$ cat src/design/ir_pulse_width_capture_top_assert.svh
// Assertion helpers used by the top-level RTL file.
`ifndef IR_PULSE_WIDTH_CAPTURE_TOP_ASSERT_SVH
`define IR_PULSE_WIDTH_CAPTURE_TOP_ASSERT_SVH

// Same-cycle implication, disabled during reset.
`define IPWC_ASSERT_NOW(label, clk, rst, ante, cons, msg) \
  label: assert property (@(posedge clk) disable iff (rst) (ante) |-> (cons)) \
    else $error(msg);

// Next-cycle implication, disabled during reset.
`define IPWC_ASSERT_NEXT(label, clk, rst, ante, cons, msg) \
  label: assert property (@(posedge clk) disable iff (rst) (ante) |=> (cons)) \
    else $error(msg);

`endif

$ cat src/design/ipwc_pkg.sv
`default_nettype none
package ipwc_pkg;

  localparam int TICK_COUNTER_WIDTH_DEF = 24;
  localparam int MAX_PULSE_LIMIT_DEF    = 1024;

  localparam int TIMEOUT_W = 24;
  localparam int COUNT_W   = 11;
  localparam int CFG_IDX_W = 2;

  localparam logic [TIMEOUT_W-1:0] FIRST_TIMEOUT_RST = 24'd10000000;
  localparam logic [TIMEOUT_W-1:0] END_TIMEOUT_RST   = 24'd1000000;
  localparam logic [COUNT_W-1:0]   MAX_PULSES_RST    = 11'd1024;
  localparam logic [TIMEOUT_W-1:0] FIELD_MAX         = '1;

  // input opcodes
  localparam logic OP_TICK = 1'b0;
  localparam logic OP_ARM  = 1'b1;

  typedef enum logic [CFG_IDX_W-1:0] {
    REG_FIRST_TIMEOUT = 2'd0,
    REG_END_TIMEOUT   = 2'd1,
    REG_MAX_PULSES    = 2'd2
  } reg_idx_t;

  typedef enum logic [1:0] {
    EV_PULSE     = 2'd0,
    EV_SILENCE   = 2'd1,
    EV_NO_SIGNAL = 2'd2
  } event_kind_t;

  typedef struct packed {
    logic [TIMEOUT_W-1:0] wait_limit;
    logic [TIMEOUT_W-1:0] silence_limit;
    logic [COUNT_W-1:0]   max_pulses;
  } cfg_t;

  typedef struct packed {
    logic [1:0]           event_kind;
    logic [TIMEOUT_W-1:0] pulse_ticks;
    logic                 pulse_level;
    logic [COUNT_W-1:0]   pulses_so_far;
    logic                 last;
  } result_t;

endpackage
`default_nettype wire

$ cat src/design/ir_pulse_width_capture_top.sv
// A result appears on out_valid in the cycle after its item is accepted.
// Throughput: one item per cycle unless in_stall; armed ticks step the counter.
// in_stall is high only while a finished result waits in the output register.
// Reset (rst, synchronous): idle, no capture armed, output empty,
// timeouts and pulse limit back to their default values.
`default_nettype none
module ir_pulse_width_capture_top #(
  parameter int TICK_COUNTER_WIDTH = ipwc_pkg::TICK_COUNTER_WIDTH_DEF,
  parameter int MAX_PULSE_LIMIT    = ipwc_pkg::MAX_PULSE_LIMIT_DEF
) (
  input  wire logic                            clk,
  input  wire logic                            rst,
  // configuration write port
  input  wire logic                            cfg_we,
  input  wire logic [ipwc_pkg::CFG_IDX_W-1:0]  cfg_index,
  input  wire logic [ipwc_pkg::TIMEOUT_W-1:0]  cfg_data,
  // input item channel
  input  wire logic                            in_valid,
  output logic                                 in_stall,
  input  wire logic                            opcode,
  input  wire logic                            ir_level,
  // result item channel
  output logic                                 out_valid,
  input  wire logic                            out_stall,
  output logic [1:0]                           event_kind,
  output logic [ipwc_pkg::TIMEOUT_W-1:0]       pulse_ticks,
  output logic                                 pulse_level,
  output logic [ipwc_pkg::COUNT_W-1:0]         pulses_so_far,
  output logic                                 last
);
  import ipwc_pkg::*;
  `include "ir_pulse_width_capture_top_assert.svh"

  cfg_t    cfg;
  result_t res;
  result_t held;
  logic    res_valid;
  logic    accept;

  // Items are taken unless a result is parked and the consumer holds it.
  assign in_stall = out_valid && out_stall;
  assign accept   = in_valid && !in_stall;

  ipwc_cfg u_cfg (
    .clk       (clk),
    .rst       (rst),
    .cfg_we    (cfg_we),
    .cfg_index (cfg_index),
    .cfg_data  (cfg_data),
    .cfg       (cfg)
  );

  // capture state machine: phase, tick counter, last level, pulse count
  ipwc_core #(
    .TICK_COUNTER_WIDTH (TICK_COUNTER_WIDTH),
    .MAX_PULSE_LIMIT    (MAX_PULSE_LIMIT)
  ) u_core (
    .clk       (clk),
    .rst       (rst),
    .cfg       (cfg),
    .step      (accept),
    .opcode    (opcode),
    .ir_level  (ir_level),
    .res_valid (res_valid),
    .res       (res)
  );

  // result register; holds a result while the consumer stalls
  ipwc_out u_out (
    .clk       (clk),
    .rst       (rst),
    .load      (accept && res_valid),
    .res       (res),
    .out_stall (out_stall),
    .out_valid (out_valid),
    .held      (held)
  );

  assign event_kind    = held.event_kind;
  assign pulse_ticks   = held.pulse_ticks;
  assign pulse_level   = held.pulse_level;
  assign pulses_so_far = held.pulses_so_far;
  assign last          = held.last;

  // Timeout results always close the capture.
  `IPWC_ASSERT_NOW(a_timeout_last, clk, rst,
    out_valid && (event_kind == EV_SILENCE || event_kind == EV_NO_SIGNAL),
    last == 1'b1 && pulse_ticks == '0 && pulse_level == 1'b0,
    "timeout result without last or with pulse data")
  // No-signal timeout happens before any pulse is counted.
  `IPWC_ASSERT_NOW(a_nosig_zero, clk, rst,
    out_valid && event_kind == EV_NO_SIGNAL,
    pulses_so_far == '0,
    "no-signal timeout with nonzero pulse count")
  // A measured pulse lasts at least one tick and is counted.
  `IPWC_ASSERT_NOW(a_pulse_nonzero, clk, rst,
    out_valid && event_kind == EV_PULSE,
    pulse_ticks != '0 && pulses_so_far != '0,
    "pulse result with zero duration or zero count")
  // A held result that was not taken is still there next cycle.
  `IPWC_ASSERT_NEXT(a_held_result, clk, rst,
    out_valid && out_stall,
    out_valid && $stable(pulse_ticks) && $stable(event_kind),
    "parked result lost or changed")

endmodule
`default_nettype wire

$ cat src/design/ipwc_cfg.sv
`default_nettype none
module ipwc_cfg (
  input  wire logic                            clk,
  input  wire logic                            rst,
  input  wire logic                            cfg_we,
  input  wire logic [ipwc_pkg::CFG_IDX_W-1:0]  cfg_index,
  input  wire logic [ipwc_pkg::TIMEOUT_W-1:0]  cfg_data,
  output ipwc_pkg::cfg_t                       cfg
);
  import ipwc_pkg::*;

  always_ff @(posedge clk) begin
    if (rst) begin
      cfg.wait_limit    <= FIRST_TIMEOUT_RST;
      cfg.silence_limit <= END_TIMEOUT_RST;
      cfg.max_pulses    <= MAX_PULSES_RST;
    end else if (cfg_we) begin
      case (cfg_index)
        REG_FIRST_TIMEOUT: cfg.wait_limit    <= cfg_data;
        REG_END_TIMEOUT:   cfg.silence_limit <= cfg_data;
        REG_MAX_PULSES:    cfg.max_pulses    <= cfg_data[COUNT_W-1:0];
        default: ;
      endcase
    end
  end

endmodule
`default_nettype wire

$ cat src/design/ipwc_core.sv
`default_nettype none
module ipwc_core #(
  parameter int TICK_COUNTER_WIDTH = ipwc_pkg::TICK_COUNTER_WIDTH_DEF,
  parameter int MAX_PULSE_LIMIT    = ipwc_pkg::MAX_PULSE_LIMIT_DEF
) (
  input  wire logic        clk,
  input  wire logic        rst,
  input  wire ipwc_pkg::cfg_t cfg,
  input  wire logic        step,
  input  wire logic        opcode,
  input  wire logic        ir_level,
  output logic             res_valid,
  output ipwc_pkg::result_t res
);
  import ipwc_pkg::*;

  localparam int TW = TICK_COUNTER_WIDTH;
  // compare width wide enough for both the counter and the 24-bit fields
  localparam int CW = (TW > TIMEOUT_W) ? TW : TIMEOUT_W;
  localparam int PW = $clog2(MAX_PULSE_LIMIT + 1);
  localparam int LW = (PW > COUNT_W) ? PW : COUNT_W;
  localparam logic [TW-1:0] TICK_MAX = '1;
  localparam logic [LW-1:0] PULSE_LIM = LW'(MAX_PULSE_LIMIT);

  typedef enum logic [1:0] {
    IDLE       = 2'd0,
    WAIT_FIRST = 2'd1,
    CAPTURE    = 2'd2
  } phase_t;

  phase_t        phase, phase_next;
  logic [TW-1:0] ticks, ticks_next;
  logic          prev_level, prev_level_next;
  logic [PW-1:0] count, count_next;

  logic [TW-1:0] tick_inc;
  logic [CW-1:0] tick_inc_ext, first_lim, end_lim, dur_ext;
  logic [LW-1:0] lim, count_inc_ext, count_ext;
  logic [PW-1:0] count_inc;

  always_comb begin
    // saturating counter step
    tick_inc     = (ticks == TICK_MAX) ? ticks : ticks + 1'b1;
    tick_inc_ext = CW'(tick_inc);
    first_lim    = (CW'(cfg.wait_limit) < CW'(TICK_MAX)) ?
                   CW'(cfg.wait_limit) : CW'(TICK_MAX);
    end_lim      = (CW'(cfg.silence_limit) < CW'(TICK_MAX)) ?
                   CW'(cfg.silence_limit) : CW'(TICK_MAX);
    // pulse length is samples since edge plus one, saturating
    dur_ext      = CW'(tick_inc);
    // pulse limit clamped into 1..MAX_PULSE_LIMIT
    if (cfg.max_pulses == '0) begin
      lim = LW'(1);
    end else if (LW'(cfg.max_pulses) > PULSE_LIM) begin
      lim = PULSE_LIM;
    end else begin
      lim = LW'(cfg.max_pulses);
    end
    count_inc     = count + 1'b1;
    count_inc_ext = LW'(count_inc);
    count_ext     = LW'(count);

    phase_next      = phase;
    ticks_next      = ticks;
    prev_level_next = prev_level;
    count_next      = count;
    res_valid       = 1'b0;
    res.event_kind    = EV_PULSE;
    res.pulse_ticks   = '0;
    res.pulse_level   = 1'b0;
    res.pulses_so_far = count_ext[COUNT_W-1:0];
    res.last          = 1'b1;

    if (opcode == OP_ARM) begin
      phase_next      = WAIT_FIRST;
      ticks_next      = '0;
      prev_level_next = 1'b1;
      count_next      = '0;
    end else begin
      case (phase)
        WAIT_FIRST: begin
          if (ir_level) begin
            phase_next      = CAPTURE;
            ticks_next      = '0;
            prev_level_next = 1'b1;
          end else begin
            ticks_next = tick_inc;
            if (tick_inc_ext >= first_lim) begin
              phase_next     = IDLE;
              res_valid      = 1'b1;
              res.event_kind = EV_NO_SIGNAL;
            end
          end
        end
        CAPTURE: begin
          if (ir_level == prev_level) begin
            ticks_next = tick_inc;
            if (tick_inc_ext >= end_lim) begin
              phase_next     = IDLE;
              res_valid      = 1'b1;
              res.event_kind = EV_SILENCE;
            end
          end else begin
            res_valid         = 1'b1;
            res.event_kind    = EV_PULSE;
            res.pulse_ticks   = (dur_ext > CW'(FIELD_MAX)) ?
                                FIELD_MAX : dur_ext[TIMEOUT_W-1:0];
            res.pulse_level   = prev_level;
            res.pulses_so_far = count_inc_ext[COUNT_W-1:0];
            res.last          = (count_inc_ext >= lim);
            count_next        = count_inc;
            prev_level_next   = ir_level;
            ticks_next        = '0;
            if (count_inc_ext >= lim) begin
              phase_next = IDLE;
            end
          end
        end
        default: ;
      endcase
    end
  end

  always_ff @(posedge clk) begin
    if (rst) begin
      phase      <= IDLE;
      ticks      <= '0;
      prev_level <= 1'b1;
      count      <= '0;
    end else if (step) begin
      phase      <= phase_next;
      ticks      <= ticks_next;
      prev_level <= prev_level_next;
      count      <= count_next;
    end
  end

endmodule
`default_nettype wire

$ cat src/design/ipwc_out.sv
`default_nettype none
module ipwc_out (
  input  wire logic          clk,
  input  wire logic          rst,
  input  wire logic          load,
  input  wire ipwc_pkg::result_t res,
  input  wire logic          out_stall,
  output logic               out_valid,
  output ipwc_pkg::result_t  held
);
  import ipwc_pkg::*;

  // a held result stays until it is taken; a new one may replace it
  // in the cycle it leaves
  always_ff @(posedge clk) begin
    if (rst) begin
      out_valid <= 1'b0;
    end else begin
      out_valid <= load || (out_valid && out_stall);
    end
  end

  always_ff @(posedge clk) begin
    if (load) begin
      held <= res;
    end
  end

endmodule
`default_nettype wire

$ cat config.mk
export PLATFORM = sky130hd
export DESIGN_NAME = ir_pulse_width_capture_top
export DESIGN_NICKNAME = d
export VERILOG_FILES = /design/src/design/ipwc_pkg.sv /design/src/design/ir_pulse_width_capture_top.sv /design/src/design/ipwc_cfg.sv /design/src/design/ipwc_core.sv /design/src/design/ipwc_out.sv
export VERILOG_INCLUDE_DIRS = /design/src /design/src/design
export SDC_FILE = /design/constraint.sdc
export NUM_CORES = 1
export LEC_CHECK = 0
export ABC_AREA = 1
export CORE_MARGIN = 5
export CORE_UTILIZATION = 65
export CTS_BUF_LIST = sky130_fd_sc_hd__clkbuf_4 sky130_fd_sc_hd__clkbuf_8 sky130_fd_sc_hd__clkbuf_16
export CTS_CLUSTER_DIAMETER = 100
export DETAILED_ROUTE_END_ITERATION = 10
export DONT_BUFFER_PORTS = 1
export GPL_TIMING_DRIVEN = 1
export PLACE_DENSITY = 0.84
export SETUP_SLACK_MARGIN = 0.1
export SYNTH_ARGS = -nofsm -noshare
export SYNTH_HDL_FRONTEND = slang
export SYNTH_SLANG_ARGS = --single-unit
$ cat constraint.sdc
create_clock -name clk -period 5.5 [get_ports clk]
set_input_delay 0.55 -clock clk [delete_from_list [all_inputs] [get_ports clk]]
set_output_delay 0.55 -clock clk [all_outputs]
set_load 0.02 [all_outputs]
==> results of run 1 <==
[metal layers]
layer	part of all wire	GRT usage
met3	0.081	0.0587
met4	0.018	0.0760
met1	0.48	0.385
met5	0	0
met2	0.43	0.368
[flip-flops by register name, summed over array words and instances, names as in the netlist]
name / count
u_out.out_valid: 1
u_core.phase: 2
u_cfg.cfg: 59
u_core.prev_level: 1
u_out.held: 39
u_core.count: 11
u_core.ticks: 24
[where the power goes]
group | internal (mW) | switching (mW) | leakage, nW | total [mW]
sequential | 1.06 | 0.0118 | 1.16 | 1.07
clock | 0.758 | 0.439 | 0.293 | 1.20
combinational | 0.0447 | 0.0995 | 2.24 | 0.144
[worst max-delay path by stage]
stage                          from        endpoint  slack (ns)  cells after the start
finish              u_core.ticks[0]  u_out.held[27]        1.72                     21
global route        u_core.ticks[0]  u_out.held[34]        1.21                     21
CTS                 u_core.ticks[0]  u_out.held[27]        1.76                     21
detailed placement  u_core.ticks[0]  u_out.held[30]        1.78                     21
global placement    u_core.ticks[0]  u_out.held[29]        1.83                     21
floorplan           u_core.ticks[0]   u_out.held[0]        2.07                     21
[cell usage in the layout (no fill, tap or decap), drive strengths merged, types with 5 or more instances in the layout]
| master | instances |
|---|---|
| nor3 | 16 |
| xor2 | 14 |
| a21oi | 105 |
| inv | 128 |
| clkinv | 7 |
| edfxtp | 39 |
| nor2 | 90 |
| clkbuf | 17 |
| dfxtp | 98 |
| buf | 5 |
| nand4 | 17 |
| xnor2 | 6 |
| o211ai | 17 |
| ha | 63 |
| nor4 | 6 |
| nand2 | 264 |
| nand3 | 36 |
| o21ai | 58 |
[stage by stage]
stage	power [mW]	hold WS, ns	instances	setup slack (ns)
detailed placement	1.23	0.455	1123	1.78
floorplan	1.21	0.433	1010	2.07
finish	2.41	0.190	1155	1.72
global placement	1.23	0.446	1123	1.83
global route	2.50	0.173	1155	1.21
CTS	2.42	0.182	1155	1.76
[worst reg2reg max path, stage by stage (launching register included)]
cell and delay [ns]:
sky130_fd_sc_hd__dfxtp_1 0.35, sky130_fd_sc_hd__ha_1 0.26, sky130_fd_sc_hd__nand3_1 0.13, sky130_fd_sc_hd__inv_1 0.08
sky130_fd_sc_hd__nand4_1 0.11, sky130_fd_sc_hd__nor2_2 0.05, sky130_fd_sc_hd__inv_2 0.45, sky130_fd_sc_hd__nand3_1 0.27
sky130_fd_sc_hd__ha_1 0.36, sky130_fd_sc_hd__nand2_1 0.06, sky130_fd_sc_hd__nor2_1 0.13, sky130_fd_sc_hd__nand2_1 0.09
sky130_fd_sc_hd__nor2_1 0.15, sky130_fd_sc_hd__nand2_1 0.07, sky130_fd_sc_hd__inv_1 0.05, sky130_fd_sc_hd__nand2_1 0.06
sky130_fd_sc_hd__nand2_1 0.06, sky130_fd_sc_hd__nand3_1 0.07, sky130_fd_sc_hd__nand2_1 0.08, sky130_fd_sc_hd__nand2_1 0.06
sky130_fd_sc_hd__inv_1 0.05, sky130_fd_sc_hd__buf_4 0.38
[final cells by class]
| cell class | instances | area [um2] | share of cell area |
|---|---|---|---|
| timing repair buffer | 5 | 37.5 | 0.00452 |
| tap | 143 | 179 | 0.0215 |
| clock inverter | 15 | 199 | 0.0240 |
| multi-input combinational | 710 | 3850 | 0.464 |
| clock buffer | 17 | 425 | 0.0512 |
| sequential | 137 | 3130 | 0.377 |
| inverter | 128 | 480 | 0.0578 |
[kinds of logic (layout without fill, tap and decap cells)]
kind of cell	after synthesis	in the layout	share of synthesized area
and+or+nand+nor	436	436	0.242
AOI/OAI and AO/OA	191	191	0.137
buffers and inverters	163	165	0.0836
DFF	137	137	0.411
adders and majority gates	63	63	0.103
xor gates and xnor gates	20	20	0.0230
==> summary by stage, run 1 <==
Detailed routing
The number of search-and-repair iterations in the first detailed-routing pass is 5. The routed layout has between 6,000 and 7,000 vias. The wire length reported by the detailed router is 17,600 um. The first routing iteration left around 560 violations.

The post-detailed-route via-to-cell ratio is 5.70. The average wire per standard cell is 15.2 um. In the routed design, unresolved DRC markers number 0. The remaining antenna violation count after routing is 0.

Synthesis
Counting instances in the post-synthesis netlist gives the leading cell types as sky130_fd_sc_hd__nand2_1, sky130_fd_sc_hd__inv_1, sky130_fd_sc_hd__a21oi_1, sky130_fd_sc_hd__dfxtp_1, sky130_fd_sc_hd__nor2_1. By area the synthesized netlist is led by sky130_fd_sc_hd__dfxtp_1, sky130_fd_sc_hd__edfxtp_1, sky130_fd_sc_hd__nand2_1. The synthesized netlist contains 39 unique library cells. The most frequent cell after synthesis is sky130_fd_sc_hd__nand2_1. The fraction of registers with async set/reset is 0. Yosys mapped a number of flops with a built-in enable equal to 39. Of the post-synthesis cell area, the dominant cell type holds 0.257.

The proportion of synthesized chip area in sequential cells is 0.411. The synthesis-stage register bit count is 137. During synthesis, Yosys emitted a total of 0 warnings. Summed over all instances, the cell type with the most area after synthesis is sky130_fd_sc_hd__dfxtp_1. The post-synthesis average cell area is about 7.5 um2. Synthesis produced a netlist whose cell count is 1,010.

In the synthesized netlist the dominant register cell turns out to be sky130_fd_sc_hd__dfxtp_1. The area of the mapped netlist is 7620 um2. The number of nets handed over by synthesis was 1,106.

STA
The worst path in the final design needs a cycle of 3.78 ns, including I/O delays and setup. The setup TNS is 0 ns. The slew at the pin closest to its max-slew limit is 0.958 ns. The final count of hold timing violations is 0. The remaining max-slew budget at the tightest pin is 0.359. Setup repair after global routing left no endpoint under its margin. For the final database, setup skew stands at 0.00769 ns.

Setup violations remaining at the end of the flow were counted as 0. Dividing the final minimum period by the clock period gives 0.687. The final max-slew violation count is 0. Static timing analysis puts the maximum clock frequency at about 260 MHz.

Final layout
The number of inserted diodes is 0. The share of the core filled with cells in the final layout is 0.724. The post-synthesis to final-layout area growth is 8.98%. For this run, the post-layout net count is 1,095. The layout has 893 filler cells.

The post-route cell area is 8310 um2. Of the cells placed in the final design, the portion with a size suffix greater than 1 is 0.0632.

Global route
Entering global routing, the biggest net connects 62 pins. The total overflow reported by the global router is 0. The first-pass GRT wire length is 29,200 um. The total global-route track usage is 0.256. The via count of the first global-routing pass is 5,839.

The initial antenna violation count is 0.

CTS
The post-CTS setup repair buffer count is 0. The TritonCTS clock tree is yes. The clock-pin slew reported for the worst setup and hold paths after clock tree synthesis is 0.06 ns.

The clock sink count is about 140. The number of gates given a new drive strength after cts is 0. For this design, the CTS-stage hold fixing added 0 buffers.

The tree is rooted in a sky130_fd_sc_hd__clkbuf_16. The later-pin clock latency in the skew report is 0.42 ns. In this run the number of H-tree levels came out at 4. The number of buffers created by CTS is 17. The maximum clock path buffer count is 2.

Worst setup path
The library cell contributing the largest single delay on the critical path is sky130_fd_sc_hd__inv_2. The endpoint of the worst-slack reg-to-reg timing path is u_out.held[27]. Among cell families on the critical path, the largest total delay comes from simple AND/OR/NAND/NOR gates. The arrival time of data at the critical path endpoint is 3.85 ns. The number of cells traversed by the worst register-to-register path is 21.

Setup slack on the worst reg-to-reg path comes out at ~1.7 ns. The largest fanout on the critical path is 39. The critical path class is reg2reg. The critical path's largest stage delay is about 0.45 ns. The startpoint identified for the worst register-to-register timing path is u_core.ticks[0].

The worst setup path is launched from a flop. At the worst endpoint, the required time is 5.56 ns. The kind of end point of the critical path is a flop. The total buffers and inverters traversed by the critical path is 5. Traced cell by cell, the critical path runs through ha_1 > nand3_1 > inv_1 > nand4_1 > nor2_2 > inv_2 > nand3_1 > ha_1 > nand2_1 > nor2_1 > nand2_1 > nor2_1 > nand2_1 > inv_1 > nand2_1 > nand2_1 > nand3_1 > nand2_1 > nand2_1 > inv_1 > buf_4. In this design, the critical path's most frequently occurring cell is sky130_fd_sc_hd__nand2_1.

Floorplanning
The count of pins on the block boundary is 74. The initial utilization of the core area, before any placement, comes to 0.665. The floorplan die width is 118 um. The number of cell rows is 39. The vertical die dimension is 118 um. The total die area is 14,000 um2. The region available for standard cell placement spans 11,500 um2.

Worst hold path
The worst hold path class is in2reg. The path with the worst hold slack has its endpoint at u_core.count[4]. The startpoint identified for the worst hold timing path is rst. The number of stages on the worst hold path is 1.

Flow run
The number of maximum-capacitance violations is 0.

Place
The number of I/O port buffers is 0. Routability-driven placement finished with a final weighted congestion of 0.962. The half-perimeter wire length of the detailed placement result is between 10,000 and 15,000 um. The placed instances occupy a cell area of 7680 um2.

Status
The run finished with clean final reports.

Power
The total power divided by cell area is 290 nW/um2. VDD sags by at most ~0.25 mV. The analysis attributes to cell leakage a power of 3.69 nW.
No activity file was read; power rests on OpenSTA's default activity.
==> run 2, diff against run 1 <==
--- a/config.mk
+++ b/config.mk
@@ -8,13 +8,13 @@
 export LEC_CHECK = 0
 export ABC_AREA = 1
 export CORE_MARGIN = 5
-export CORE_UTILIZATION = 65
+export CORE_UTILIZATION = 58
 export CTS_BUF_LIST = sky130_fd_sc_hd__clkbuf_4 sky130_fd_sc_hd__clkbuf_8 sky130_fd_sc_hd__clkbuf_16
 export CTS_CLUSTER_DIAMETER = 100
 export DETAILED_ROUTE_END_ITERATION = 10
 export DONT_BUFFER_PORTS = 1
 export GPL_TIMING_DRIVEN = 1
-export PLACE_DENSITY = 0.84
+export PLACE_DENSITY = 0.79
 export SETUP_SLACK_MARGIN = 0.1
 export SYNTH_ARGS = -nofsm -noshare
 export SYNTH_HDL_FRONTEND = slang
==> constraint.sdc (replaced) <==
create_clock -name clk -period 3.05 [get_ports clk]
set_input_delay 0.305 -clock clk [delete_from_list [all_inputs] [get_ports clk]]
set_output_delay 0.305 -clock clk [all_outputs]
set_load 0.02 [all_outputs]
==> run 2 against run 1 <==
Compared with the run above: register-to-register slack got worse by 2.0 ns; clock power up 68%; setup slack worse by 2.0 ns; the flow now finishes with violations (setup timing); final cell count is 10% higher; critical path depth rose by 3; hold slack worse by 0.17 ns; clock skew is 0.0012 ns lower; non-clock buffer count increased by 90; sequential share of layout area is 5.0 points lower; critical endpoint is now u_out.held[15]; global-route usage grew 0.13 points.
==> summary by stage, run 2 (synthesized netlist as in run 1, its figures left out) <==
Status
The flow ran to the end, but the final reports show violations. The final reports fail on setup timing.

CTS
The clock-pin slew reported for the worst setup and hold paths after clock tree synthesis is 0.06 ns (about the same). Clock tree synthesis selected as its root buffer the cell sky130_fd_sc_hd__clkbuf_16. The number of buffers created by CTS is 17 (unchanged). The maximum clock path buffer count is 2 (unchanged). The clock sink count came to 137 (unchanged). The H-tree depth is 4 (unchanged). The later-pin clock latency in the skew report is 0.42 ns (about the same). TritonCTS built the clock tree.

Worst setup path
The total buffers and inverters traversed by the critical path is 6 (+1). The cell family with the largest share of critical-path delay is simple AND/OR/NAND/NOR gates. The critical path's most frequent cell is sky130_fd_sc_hd__nand2_1. The slowest stage of the critical path is the sky130_fd_sc_hd__dfxtp_2 cell. The data required time of the worst path was 3.24 ns (-2.32 ns). The arrival time of data at the critical path endpoint is 3.56 ns (-0.29 ns). The worst setup path is launched from a flop. The critical path's largest stage delay is 0.35 ns (-0.10 ns).

The largest fanout on the critical path was 6 (-85%). The critical path in this run is classified as reg2reg. Walking the worst path, the cells encountered are nand2_2 > nor2_4 > nand4_1 > buf_4 > buf_4 > buf_4 > o21ai_0 > nand2_1 > nand2_2 > ha_1 > nand2_1 > nor2_1 > nand2_1 > nand2_1 > nor2_1 > nand2_1 > nand2_2 > nand4_1 > nand2_1 > nand2_2 > nand2_2 > clkinvlp_4 > buf_12 > clkbuf_16. The kind of end point of the critical path is a flop.

Flow run
The number of maximum-capacitance violations was 0 (unchanged).

STA
The final max-slew violation count is 0 (unchanged). The setup slack after layout is -0.324 ns (-2.04 ns). The final count of hold timing violations is 0 (unchanged).

The slew at the pin closest to its max-slew limit was 0.935 ns (-0.0232 ns). The maximum achievable frequency was 296 MHz (+12%). The setup TNS is -10.80 ns (-10.80 ns). The portion of the clock cycle consumed by the worst path in the final layout came to 1.11 (+0.419).

The final period demand of the worst path is 3.37 ns (-0.407 ns). The total of endpoints with negative setup slack in the final report is 41 (+41). The final clock skew was 0.00652 ns (-0.00117 ns). Setup repair after global routing could not meet its margin everywhere. The remaining max-slew budget at the tightest pin came to 0.376 (+0.0168). The final hold slack came to 0.0158 ns (-0.175 ns).

Global route
The via count of the first global-routing pass is 6,574 (+13%). The first-pass GRT wire length is 32,800 um (+12%). The initial antenna violation count was 0 (unchanged). The total global-route track usage is 0.257 (+0.00133). The maximum number of pins on one net before global-route repair is 62 (unchanged). The total overflow reported by the global router is 0 (unchanged).

Detailed routing
The remaining antenna violation count after routing came to 0 (unchanged). The number of vias in the routed layout was 7,183 (+9.1%). The average wire per standard cell is 16.8 um (+10%). The number of design rule violations left after detail routing is 0 (unchanged).

The number of search-and-repair iterations in the first detailed-routing pass came to 5 (unchanged). The wire length reported by the detailed router is 21,500 um (+22%). The post-detailed-route via-to-cell ratio was 5.63 (-1.1%). The count of routing violations after the opening detailed-route iteration was 730 (+30%).

Place
The total placed cells including tap cells is 1,221 (+8.7%). The number of I/O port buffers is 0 (unchanged). The half-perimeter wire length of the detailed placement result is 14,400 um (+13%). The final weighted congestion in routability-driven placement came to 0.946 (-1.8%).

Worst hold path
The worst hold path class is in2reg.

Power
The leakage component of the power came to 4.32 nW (+17%). The total power divided by cell area is 439 nW/um2 (+51%). The peak supply drop is 0.313 mV (+27%). The sum of internal, switching and leakage power is 4.25 mW (+76%).

Floorplanning
The count of pins on the block boundary came to 74 (unchanged). The total die area is 15,500 um2 (+11%). The vertical die dimension came to 125 um (+5.4%). The floorplan die width is 125 um (+5.4%). The effective utilization at floorplan was 0.597 (-0.0680). The number of cell rows came to 41 (+5.1%). The floorplan core area is 12,800 um2 (+11%).

Final layout
The number of inserted diodes is 0 (unchanged). The number of flip-flops under the largest register name came to 59 (unchanged). The most common cell after layout, fill and taps aside is sky130_fd_sc_hd__nand2_1.

The number of nets in the layout is 1,186 (+8.3%). From synthesis to final layout, the design area changed by 27.0%. The fraction of final layout cells with drive strength greater than 1 is 0.225 (+0.162). In the final layout, the registers with the most flip-flops are u_cfg.cfg x59, u_out.held x39, u_core.ticks x24. Leaving out fill and tap cells, the most frequent cells in the layout are sky130_fd_sc_hd__nand2_1, sky130_fd_sc_hd__inv_1, sky130_fd_sc_hd__a21oi_1. The number of cells in the finished layout apart from fillers was 1,275 (+10%). The register name with the most flops is u_cfg.cfg.
-- run 2: power by group --
group          switching [mW]  total [mW]  internal (mW)
clock network           0.810        2.01           1.20
logic                   0.209       0.311          0.102
registers              0.0216        1.93           1.91
total                    1.04        4.25           3.21
-- run 2: layout make-up --
type,count,area [um2]
clock inverter,15,153
multi-input combinational,710,4380
inverter,128,489
timing repair buffer,95,846
clock buffer,17,425
sequential,137,3170
timing repair inverter,1,7.51
fill,890,3090
tap,172,215
-- run 2: through the flow --
stage	util	worst slack [ns]	cell area, um2
2_1_floorplan	-	-0.00618	7890
3_3_place_gp	0.666	-0.159	8510
3_5_place_dp	0.666	-0.198	8510
4_1_cts	0.726	-0.154	9270
5_1_grt	0.758	-0.490	9680
6_report	0.758	-0.324	9680
-- run 2: worst reg2reg max path, cell delays in order (launching register included) --
cell and delay [ns]:
sky130_fd_sc_hd__dfxtp_2 0.35, sky130_fd_sc_hd__nand2_2 0.08, sky130_fd_sc_hd__nor2_4 0.10, sky130_fd_sc_hd__nand4_1 0.22, sky130_fd_sc_hd__buf_4 0.21, sky130_fd_sc_hd__buf_4 0.12
sky130_fd_sc_hd__buf_4 0.12, sky130_fd_sc_hd__o21ai_0 0.15, sky130_fd_sc_hd__nand2_1 0.12, sky130_fd_sc_hd__nand2_2 0.13, sky130_fd_sc_hd__ha_1 0.27, sky130_fd_sc_hd__nand2_1 0.10
sky130_fd_sc_hd__nor2_1 0.06, sky130_fd_sc_hd__nand2_1 0.06, sky130_fd_sc_hd__nand2_1 0.04, sky130_fd_sc_hd__nor2_1 0.09, sky130_fd_sc_hd__nand2_1 0.07, sky130_fd_sc_hd__nand2_2 0.07
sky130_fd_sc_hd__nand4_1 0.09, sky130_fd_sc_hd__nand2_1 0.10, sky130_fd_sc_hd__nand2_2 0.05, sky130_fd_sc_hd__nand2_2 0.08, sky130_fd_sc_hd__clkinvlp_4 0.13, sky130_fd_sc_hd__buf_12 0.17
sky130_fd_sc_hd__clkbuf_16 0.16
-- run 2: path summary, 6_finish.rpt --
kind,start,endpoint,slack [ns],cells past startpoint
setup / recovery,u_core.ticks[19],u_out.held[15],-0.32,24
hold / removal,cfg_data[9],u_cfg.cfg[20],0.02,2
setup reg to reg,u_core.ticks[19],u_out.held[15],-0.32,24
hold reg to reg,u_cfg.cfg[19],u_cfg.cfg[19],0.46,2
-- run 2: what timing repair did --
action / in CTS / in global routing
hold buffers: 1 / 0
pin swaps: 0 / 22
buffers inserted: 5 / 9
gates cloned: 2 / 5
resized for setup: 22 / 52
endpoints found under the hold margin: 37 / 0
setup endpoints to repair: 41 / 44
-- run 2: per-layer routing --
metal	share of wire	track usage
met1	0.43	0.354
met2	0.47	0.402
met3	0.076	0.0583
met4	0.020	0.0838
met5	0	0
